==> src/hw/rtl/assert_macros.svh <==
// assertion macros used by the rtl top level
`ifndef ASSERT_MACROS_SVH
`define ASSERT_MACROS_SVH

// checked at every rising edge while reset is low
`define AAD_ASSERT(lbl, clk, rst, prop, msg) \
  lbl: assert property (@(posedge clk) disable iff (rst) (prop)) else $error(msg);

// checked at every rising edge, reset included
`define AAD_ASSERT_ALWAYS(lbl, clk, prop, msg) \
  lbl: assert property (@(posedge clk) (prop)) else $error(msg);

`endif

==> src/hw/rtl/aad_ram.sv <==
// generic simple dual port ram with registered read
`timescale 1ns / 1ps

module aad_ram #(
  parameter int WIDTH = 8,
  parameter int DEPTH = 16
) (
  input  logic                     clk,
  input  logic                     we,
  input  logic [$clog2(DEPTH)-1:0] waddr,
  input  logic [WIDTH-1:0]         wdata,
  input  logic                     re,
  input  logic [$clog2(DEPTH)-1:0] raddr,
  output logic [WIDTH-1:0]         rdata
);

  logic [WIDTH-1:0] mem [DEPTH];

  always_ff @(posedge clk) begin
    if (we) begin
      mem[waddr] <= wdata;
    end
    if (re) begin
      rdata <= mem[raddr];
    end
  end

endmodule

==> config.mk <==
export PLATFORM = sky130hd
export DESIGN_NAME = aad_ram
export DESIGN_NICKNAME = d
export VERILOG_FILES = /design/src/hw/rtl/assert_macros.svh /design/src/hw/rtl/aad_ram.sv
export SDC_FILE = /design/constraint.sdc
export NUM_CORES = 1
export LEC_CHECK = 0
export BUFFER_PORTS_ARGS = -buffer_cell sky130_fd_sc_hd__buf_2
export CORE_ASPECT_RATIO = 0.7
export CORE_MARGIN = 5
export CORE_UTILIZATION = 25
export CTS_BUF_LIST = sky130_fd_sc_hd__clkbuf_16
export CTS_CLUSTER_DIAMETER = 150
export DETAILED_ROUTE_END_ITERATION = 8
export REMOVE_ABC_BUFFERS = 1
export SYNTH_ARGS = -nofsm -noshare
export SYNTH_HDL_FRONTEND = slang
export SYNTH_SLANG_ARGS = --single-unit
==> constraint.sdc <==
create_clock -name clk -period 1.72 [get_ports clk]
set_input_delay 0.258 -clock clk [delete_from_list [all_inputs] [get_ports clk]]
set_output_delay 0.258 -clock clk [all_outputs]
set_load 0.05 [all_outputs]
Yosys cells after proc, flatten, opt, wreduce, memory -nomap -nowiden

Memory sizes are Yosys's and may differ from the RTL's. A register that Yosys moved wholly into a read port is not among the register bits.
Index checks and enable logic that the tools add are counted.
W data, S select, Z words.

Shift operators: 0
Reductions and logical operators: 0
Div/mod/pow operators: 0
Bitwise gates (word level): 0
Magnitude comparators: 0
$mul: 0
Eq/ne operators: 0
$add $sub $neg: 0
Multiplexer cells: 2

Operators with widths:

| kind    | number |
|---|---|
| $mux W1 | 2 |

RAM bits: 128
Output and inout bits: 8
Bits of input ports: 19
Memory bits (read-only): 0
Flip-flop bits (word level): 0
Memories kept: 1
Latch bits: 0

Memories:

| memory | depth | bits a word | read ports | clocked after Yosys merged registers in | wr ports | RTL line      | text |
|---|---|---|---|---|---|---|---|
| mem    | 16    | 8           | 1          | 1                                       | 1        | aad_ram.sv:17 | `logic [WIDTH-1:0] mem [DEPTH];` |

Logic depth before layout (Yosys ltp)

Depth after elaboration: 2
Gate-level depth with buffers: 5
Gate-level depth less buffers: 3

Worst setup path before layout

Ideal clock, no wire load.

Kind: input to register
From: input waddr[2]
To: memory mem[0][0], enable pin
Data arrival time: 1368 ps
Slack: -31 ps
Stages on the path: 2
Cells stage by stage: or3b_2 > nor3_1

RTL lines:

| element         | RTL line      | text |
|---|---|---|
| start, declared | aad_ram.sv:10 | `input logic [$clog2(DEPTH)-1:0] waddr,` |
| end, declared   | aad_ram.sv:17 |  |

Straight into the memory's write port.

==> summary.md <==
| Metric | Value |
|---|---|
| Run status | `finished clean` |
| # setup viols final | `0` |
| CTS tree | `yes` |
| CP max FO | `1` |
| Die Footprint | `0.0239 mm^2` |
| RSZ-0062 raised after global routing | `no` |
| Critical path class | `flip-flop to flip-flop` |
| Critical Path Start Type | `flip-flop` |
| Post-Route WL | `10800 um` |
| Worst Hold Launch | `re` |
| FF-to-FF setup slack | `0.26 ns` |
| Total gr overflow | `0` |
| Total GRT Usage | `0.0957` |
| Post-DRT Antenna Nets | `0` |
| Critical path's slowest cell | `mux4_1` |
| H-tree depth | `4` |
| Hold slack | `0.213 ns` |
| Ys Warns | `0` |
| Fill count | `1959` |
| Post-Synthesis Cell Area | `0.00523 mm^2` |
| Ratio of cells with drive above 1 in the final layout | `0.331` |
| Antenna violations before repair | `0` |
| Iteration-0 DRC count of the detailed router | `189` |
| Min-delay worst type | `primary input to flip-flop` |
| Max_slew headroom | `0.491` |
| Multi-input gate area | `0.00106 mm^2` |
| CP delay by family, top | `multiplexers` |
| Post-synthesis cell count | `229` |
| Avg WL per Cell | `18.6 um` |
| Clock Latency Late Sink | `0.41 ns` |
| RePlAce Congestion | `0.756` |
| Ports | `27` |
| Slew @ Worst Pin | `0.763 ns` |
| CTS resizes | `0` |
| Crit path buffers/inverters | `0` |
| Max Slew Vio Count | `0` |
| Initial Util | `0.253` |
| DR vias | `2537` |
| Input/output buffers | `26` |
| Synth Area per Inst | `22.8 um^2` |
| Critical Path RT | `1.89 ns` |
| Core Area | `0.0206 mm^2` |
| Cell Chain, Critical Path | `mux4_1 > a22oi_1 > nand2_1` |
| Max VDD drop | `741 uV` |
| Static leakage | `2.15 nW` |
| Clk slew on worst S/H paths | `0.06 ns` |
| R2r endpoint | `rdata[3]` |
| Post-CTS setup buffer count | `0` |
| Height of the chip | `131 um` |
| Unique masters post-synth | `18` |
| Max Freq | `0.683 GHz` |
| Drt first pass iters | `5` |
| Slowest stage delay, CP | `0.55 ns` |
| PD cells | `1210 mW/mm^2` |
| Global-route wire length before repair | `16400 um` |
| Final HPWL DP | `7080 um` |
| Flops & latches, synth | `136` |
| Residual DRC | `0` |
| CTS buffer count | `17` |
| Rows | `44` |
| P&R area growth vs syn | `23.5%` |
| Reg area | `0.00408 mm^2` |
| Chip Width | `183 um` |
| Cts hold-fix bufs | `0` |
| Reg2reg start | `mem[5][3]` |
| CTS Buffer Depth | `2` |
| Via-to-Cell Ratio | `4.39` |
| N_diodes | `0` |
| WHS Path Cells | `1` |
| Max Cap Viol | `0` |
| Final #Nets | `308` |
| Num Clock Sinks | `136` |
| Hold path endpoint | `rdata[5]` |
| Layout Skew | `0.0108 ns` |
| Root buffer cell | `clkbuf_16` |
| Largest net degree at the start of global routing | `23` |
| Data arrival time of the worst path | `1.63 ns` |
| Vias in the first global route | `2618` |
| R2R depth | `3` |
| Final hold vios | `0` |
| Setup crit end kind | `flip-flop` |
| Sequential share of the synthesized area | `0.781` |
| Setup TNS Final | `0 ns` |
| Tcrit/Tclk final | `0.851` |
| Post-layout min period | `1.46 ns` |
## cells in the mapped netlist
cell             instances  area share
nand2b_1                 2      0.0024
nor3_1                   4      0.0038
mux4_1                  14       0.070
nor2_1                  13      0.0093
clkdlybuf4s25_2          3      0.0057
nand3b_1                 2      0.0029
and2b_1                  1      0.0014
buf_4                    1      0.0014
buf_2                    3      0.0029
nand3_1                  1     0.00096
mux4_2                  18       0.078
and2_1                   1      0.0012
buf_6                    3      0.0065
nor2b_1                  1      0.0012
or3b_2                   1      0.0017
nand2_1                  9      0.0065
edfxtp_1               136        0.78
a22oi_1                 16       0.023
## logic make-up (layout without fill, tap and decap cells)
family                 after synthesis  count (layout)  synth area share
buffers and inverters               10              83            0.0165
muxes                               32              32             0.148
and+or+nand+nor                     35              35            0.0314
DFF                                136             136             0.781
AOI/OAI and AO/OA                   16              16            0.0230
## sequential cells by signal (all words and copies together) (netlist names)
name	count
mem	128
rdata	8
## worst register-to-register path: cells and delay by family, from the launching register on
family          cells  cell delay [ns]
compound gates      1             0.23
simple gates        1             0.08
mux                 1             0.55
flops               1             0.36
## power by group
group	switching, mW	internal [mW]
combinational	0.249	0.157
clock	1.40	2.28
sequential	0.0215	3.73
total	1.67	6.17
## metrics by stage
step	area [um^2]	setup slack [ns]	cells	util	total power, mW
after floorplan	5140	-0.0309	219	-	4.02
after global placement	5850	-0.0370	546	0.284	4.23
after detailed placement	5850	-0.0837	546	0.284	4.24
after CTS	6450	0.252	578	0.313	7.91
after global routing	6450	0.179	578	0.313	8.11
final	6450	0.256	578	0.313	7.84
## placed cells by master, fill, tap and decap left out
cell	synthesis	layout
and2b_1	1	1
bufinv_16	0	3
nor3_1	4	4
buf_12	0	4
nor2b_1	1	1
clkinv_2	0	2
buf_4	1	21
and2_1	1	1
nand3b_1	2	2
nand2_1	9	9
inv_6	0	3
clkinv_1	0	2
mux4_1	14	14
buf_2	3	26
mux4_2	18	18
or3b_2	1	1
edfxtp_1	136	136
clkbuf_16	0	17
clkinv_4	0	3
nand2b_1	2	2
nor2_1	13	13
nand3_1	1	1
a22oi_1	16	16
clkinvlp_4	0	2
## area by class of cell
cell class,instances,area share
clock buffers,17,0.0659
clock inverters,15,0.0271
multi-input cells,83,0.164
flip-flops and latches,136,0.633
well taps,276,0.0535
repair buffers,51,0.0570
## metal layers
| metal | up-vias | wire, um | track usage |
|---|---|---|---|
| met4 | 0 | 204 | 0.0394 |
| met3 | 17 | 588 | 0.0293 |
| li1 | 1101 | - | - |
| met2 | 67 | 4770 | 0.139 |
| met5 | - | 0 | 0 |
| met1 | 1352 | 5190 | 0.135 |
## worst max-delay path by stage
stage	from	endpoint	depth (start not counted)
floorplan	waddr[2]	mem[0][0]	2
global placement	raddr[0]	rdata[4]	5
detailed placement	raddr[0]	rdata[2]	5
CTS	mem[1][5]	rdata[5]	3
global route	mem[5][3]	rdata[3]	3
finish	mem[5][3]	rdata[3]	3
(Power assumes the default switching activity.)
