### src/hw/rtl/assert_macros.svh
// assertion macros used by the rtl top level
`ifndef ASSERT_MACROS_SVH
`define ASSERT_MACROS_SVH

// checked at every rising edge while reset is low
`define AAD_ASSERT(lbl, clk, rst, prop, msg) \
  lbl: assert property (@(posedge clk) disable iff (rst) (prop)) else $error(msg);

// checked at every rising edge, reset included
`define AAD_ASSERT_ALWAYS(lbl, clk, prop, msg) \
  lbl: assert property (@(posedge clk) (prop)) else $error(msg);

`endif

### src/hw/rtl/aad_pkg.sv
// types, constants and helpers of the area average downscaler
`timescale 1ns / 1ps

package aad_pkg;

  localparam int NCH        = 3;
  localparam int CH_BITS    = 8;
  localparam int NORM_SHIFT = 16;
  localparam int STEP_W     = 13;
  localparam int RECIP_W    = 9;
  localparam int WIDTH_W    = 12;
  localparam int ROW_W      = 21;  // horizontal run sum per channel
  localparam int CVAL_W     = 14;  // normalized column value
  localparam int SUM_W      = 27;  // vertical sum per channel
  localparam int CFG_W      = 13;
  localparam int IDX_W      = 3;
  localparam logic [STEP_W-1:0] UNIT = 13'd256;

  typedef enum logic [IDX_W-1:0] {
    REG_COLOR_MODE = 3'd0,
    REG_SRC_WIDTH  = 3'd1,
    REG_COL_STEP   = 3'd2,
    REG_COL_RECIP  = 3'd3,
    REG_ROW_STEP   = 3'd4,
    REG_ROW_RECIP  = 3'd5
  } reg_idx_t;

  typedef struct packed {
    logic                color_mode;
    logic [WIDTH_W-1:0]  src_width;
    logic [STEP_W-1:0]   col_step;
    logic [RECIP_W-1:0]  col_recip;
    logic [STEP_W-1:0]   row_step;
    logic [RECIP_W-1:0]  row_recip;
  } cfg_t;

  // one column memory entry: row weight left and three vertical sums
  typedef struct packed {
    logic [STEP_W-1:0]           weight;
    logic [NCH-1:0][SUM_W-1:0]   sum;
  } entry_t;

  typedef enum logic [6:0] {
    ST_IDLE = 7'b0000001,
    ST_ROWP = 7'b0000010,
    ST_HMUL = 7'b0000100,
    ST_CVAL = 7'b0001000,
    ST_COL  = 7'b0010000,
    ST_VMUL = 7'b0100000,
    ST_EMIT = 7'b1000000
  } state_t;

  // steps below one source pixel count as one
  function automatic logic [STEP_W-1:0] eff_step(input logic [STEP_W-1:0] s);
    return (s < UNIT) ? UNIT : s;
  endfunction

endpackage

### src/hw/rtl/aad_cfg.sv
// configuration registers of the area average downscaler
`timescale 1ns / 1ps

module aad_cfg import aad_pkg::*; (
  input  logic             clk,
  input  logic             rst,
  input  logic             cfg_we,
  input  logic [IDX_W-1:0] cfg_index,
  input  logic [CFG_W-1:0] cfg_data,
  output cfg_t             cfg
);

  always_ff @(posedge clk) begin
    if (rst) begin
      cfg.color_mode <= 1'b0;
      cfg.src_width  <= 12'd2048;
      cfg.col_step   <= 13'd512;
      cfg.col_recip  <= 9'd128;
      cfg.row_step   <= 13'd512;
      cfg.row_recip  <= 9'd128;
    end else if (cfg_we) begin
      case (cfg_index)
        REG_COLOR_MODE: cfg.color_mode <= cfg_data[0];
        REG_SRC_WIDTH:  cfg.src_width  <= cfg_data[WIDTH_W-1:0];
        REG_COL_STEP:   cfg.col_step   <= cfg_data[STEP_W-1:0];
        REG_COL_RECIP:  cfg.col_recip  <= cfg_data[RECIP_W-1:0];
        REG_ROW_STEP:   cfg.row_step   <= cfg_data[STEP_W-1:0];
        REG_ROW_RECIP:  cfg.row_recip  <= cfg_data[RECIP_W-1:0];
        default: ;
      endcase
    end
  end

endmodule

### config.mk
export PLATFORM = sky130hd
export DESIGN_NAME = aad_cfg
export DESIGN_NICKNAME = d
export VERILOG_FILES = /design/src/hw/rtl/assert_macros.svh /design/src/hw/rtl/aad_pkg.sv /design/src/hw/rtl/aad_cfg.sv
export SDC_FILE = /design/constraint.sdc
export NUM_CORES = 1
export LEC_CHECK = 0
export BUFFER_PORTS_ARGS = -buffer_cell sky130_fd_sc_hd__buf_2
export CORE_ASPECT_RATIO = 1.4
export CORE_UTILIZATION = 38
export DETAILED_ROUTE_END_ITERATION = 8
export PLACE_DENSITY_LB_ADDON = 0.05
export SLEW_MARGIN = 20
export SYNTH_ARGS = -nofsm -noshare
export SYNTH_HDL_FRONTEND = slang
export SYNTH_SLANG_ARGS = --single-unit
export TNS_END_PERCENT = 5
### constraint.sdc
create_clock -name clk -period 1.1 [get_ports clk]
set_input_delay 0.11 -clock clk [delete_from_list [all_inputs] [get_ports clk]]
set_output_delay 0.11 -clock clk [all_outputs]
set_load 0.01 [all_outputs]
# Yosys cells after proc, flatten, opt, wreduce, memory -nomap -nowiden
# Cells that the tools add are included.
word_totals:
  register_bits: 57
  output_inout_bits: 57
  elab_cells: 18
classes:
  eq_ne: 5
  reduce_logical: 7
ops:
  columns: ["operator", "n"]
  rows:
  - ["AND reduction 2 bit", 6]
  - ["equality test 3 x 2 -> 1 bit, second input constant", 2]
  - ["equality test 3 bit, second input constant", 2]
  - ["equality test 3 x 1 -> 1 bit, second input constant", 1]
  - ["zero test 3 bit", 1]

# Longest topological paths before layout
depth:
  word_depth: 2
  mapped_depth: 4

# Worst setup path after synthesis
# No wires, ideal clock.
synth_timing:
  path_type: "input-to-reg"
  from: "in rst"
  to: "reg cfg[56] (netlist bit)"
  setup_ps: 130
  t_arrival_ps: 726
  required_time_ps: 970
  setup_slack_ps: 244
  stages: 4
  path_buffers: 2
  path_cell_list: "buf_2 -> clkbuf_1 -> nand2b_1 -> mux2i_1"
synth_rtl:
  columns: ["item", "line", "source"]
  rows:
  - ["start: declaration", "aad_cfg.sv:6", "input logic rst,"]
  - ["end: declaration", "aad_cfg.sv:10", "output cfg_t cfg"]

# Final worst setup path
layout_timing:
  from: "reg cfg[33] (netlist bit)"
  to: "out cfg[33] (netlist bit)"
# No word-level cell between the ends.

==> flow_summary.ini <==
[outcome]
status = completed

[final_layout]
post-route-util_pct = 51.9
top_register = cfg
final_nets = 312
antenna_cells = 0
multi_input_area_mm2 = 0.00108
fillers = 573
drive_above_1_share_pct = 35.2
regArea_mm2 = 0.00114
reg_top3 = cfg x57
syn2layout_area_growth_pct = 31.3
largest_reg_flops = 57

[clock_network]
cts_buffer_depth = 2
clk_pin_slew_ns = 0.06
ctsRootBufferMaster = clkbuf_8
cts_resized = 0
htreeDepth = 3
postCtsHoldBufs = 0
cts.sinks = 57
cts_made_buffers = 9
clk_latency_ns = 0.32
cts_tree = yes
cts_setup_buffers = 0

[worst_setup_path]
r2r_cells = 2
crit_family = flip-flops
crit_type = reg -> out
path_max_fanout = 2
cp.buffers_inverters = 1
slowest_delay_ns = 0.35
arrival_ns = 0.82
cp.depth = 1
start_kind = register
crit_slowest_cell = dfxtp_1
crit_chain = buf_2
crit_required_ns = 0.99
critPathCaptureType = output port

[global_route]
grt_use_total_pct = 17.9
grt_max_degree = 22
grt_pass1_wl_um = 8140
grt_pass1_vias = 1600
antenna_found_initial = 0
grt_overflow = 0

[drt]
postRouteAntennaNets = 0
dr_wl_met2_um = 2350
drc_errors = 0
wl_um = 5300
viasPerCell = 4.62
wire_per_inst_um = 14.4
highest_layer = met4
dr_wl_met3_um = 282
dr.pass1.iters = 4
drtIter0Drc = 42
wl_met1_um = 2570
num_vias = 1699

[pwr]
ir_worst_vdd_mv = 0.952
p_comb_share_pct = 8.1
power_frac_seq_pct = 48.4
powerDensity_mw_per_mm2 = 1450
internal_power_mw = 3.38
p_switching_mw = 1.03
switching_share_pct = 23.3
p_clk_share_pct = 43.5
p_leak_nw = 1.57

[sta]
hold_viol_final = 0
max_freq_mhz = 1070
fin_skew_ns = 0
setup-tns-final_ns = 0
period_needed_ns = 0.932
setup_violations = 0
rsz0062_at_grt = no
relSlewSlack_pct = 75.2
tightestPinTransition_ns = 0.372
period_share_pct = 84.7
drv_slew = 0

[floorplan]
die_area_mm2 = 0.00642
die-height_um = 94.4
ios = 76
row_count = 33
start_util_pct = 39.5
core_mm2 = 0.00586
fp.dieW_um = 68.0

[yosys]
seq_area_frac_synth_pct = 49.3
synth_fp_nets = 228
synth_warnings = 0
netlist_instances = 209
synth_area_leaders = dfxtp_1 49%, mux2i_1 25%, nand2b_1 18%
syn-cell-area_mm2 = 0.00232
yosys.area.top_type = dfxtp_1
synth_top_area_share_pct = 49.3
synth_edf_count = 0
synth_common_cells = 65 x nand2b_1, 57 x dfxtp_1, 57 x mux2i_1
synth_most_common_cell = nand2b_1
synth_area_per_cell_um2 = 11.1
async_flop_share_pct = 0
ys_ff_latch = 57
synth_ff_type = dfxtp_1
yosys.cell_types.count = 13

[placed_design]
dp_hpwl_um = 3780
gp_congestion = 0.735
port_buffers = 75

[worst_hold_path]
hold_class = in -> reg
worstHoldPathCells = 3

[flow_run]
cap_viol_max_count = 0
==> worst paths after layout <==
check / from / end / slack [ns]
hold / removal: cfg_data[7] / cfg[29] / 0.07
setup reg to reg: cfg[4] / cfg[4] / 0.50
setup / recovery: cfg[33] / cfg[33] / 0.17
hold reg to reg: cfg[50] / cfg[50] / 0.47
==> worst register-to-register path, cell delays in order, from the launching register on <==
cell	delay [ns]
dfxtp_1	0.34
nand2b_1	0.06
mux2i_1	0.13
==> cells in the final DEF, fill, tap and decap left out <==
cell type | Yosys | final
buf_2 | 5 | 75
nand2b_1 | 65 | 65
mux2i_1 | 57 | 57
dfxtp_1 | 57 | 57
clkbuf_8 | 0 | 10
nor2_1 | 8 | 8
buf_4 | 0 | 8
buf_12 | 1 | 5
clkinv_2 | 0 | 4
nand4b_1 | 2 | 2
nand4bb_1 | 2 | 2
and4bb_1 | 1 | 1
nor4b_1 | 1 | 1
and4bb_2 | 1 | 1
clkinvlp_4 | 0 | 1
bufinv_16 | 0 | 1
==> logic make-up (layout without fill, tap and decap cells) <==
logic type,after synthesis,after routing,share of synthesized area [%]
buffers and inverters,15,104,4.05
flip-flops,57,57,49.3
multiplexers,57,57,24.6
AND/OR/NAND/NOR,80,80,22.0
==> per-layer routing <==
| layer | GRT usage [%] | up-vias |
|---|---|---|
| li1 | - | 864 |
| met2 | 25.1 | 50 |
| met3 | 4.11 | 10 |
| met1 | 24.9 | 775 |
| met4 | 9.90 | 0 |
| met5 | 0 | - |
==> power by group through the flow <==
stage / Sequential, mW / Combinational, mW / Clock [mW]
floorplan: 2.20 / 0.179 / 0
global placement: 2.18 / 0.361 / 0
detailed placement: 2.18 / 0.360 / 0
CTS: 2.13 / 0.362 / 1.97
global route: 2.14 / 0.390 / 2.07
finish: 2.13 / 0.358 / 1.92
==> cell type report <==
cell class	instances	area share (%)
clock inverters	6	1.89
flip-flops and latches	57	37.5
clock buffers	10	4.53
well taps	70	2.88
repair buffers	88	17.6
multi-input cells	137	35.6
==> per-stage QoR <==
stage          std cells  cell area [um^2]  power (mW)  worst slack (ns)  hold WS [ns]
2_1_floorplan        209              2320        2.38             0.244         0.265
3_3_place_gp         352              2850        2.54            0.0484         0.387
3_5_place_dp         352              2850        2.54            0.0709         0.407
4_1_cts              368              3040        4.47             0.137        0.0494
5_1_grt              368              3040        4.60             0.116        0.0703
6_report             368              3040        4.41             0.168        0.0679
(Power assumes the default switching activity.)
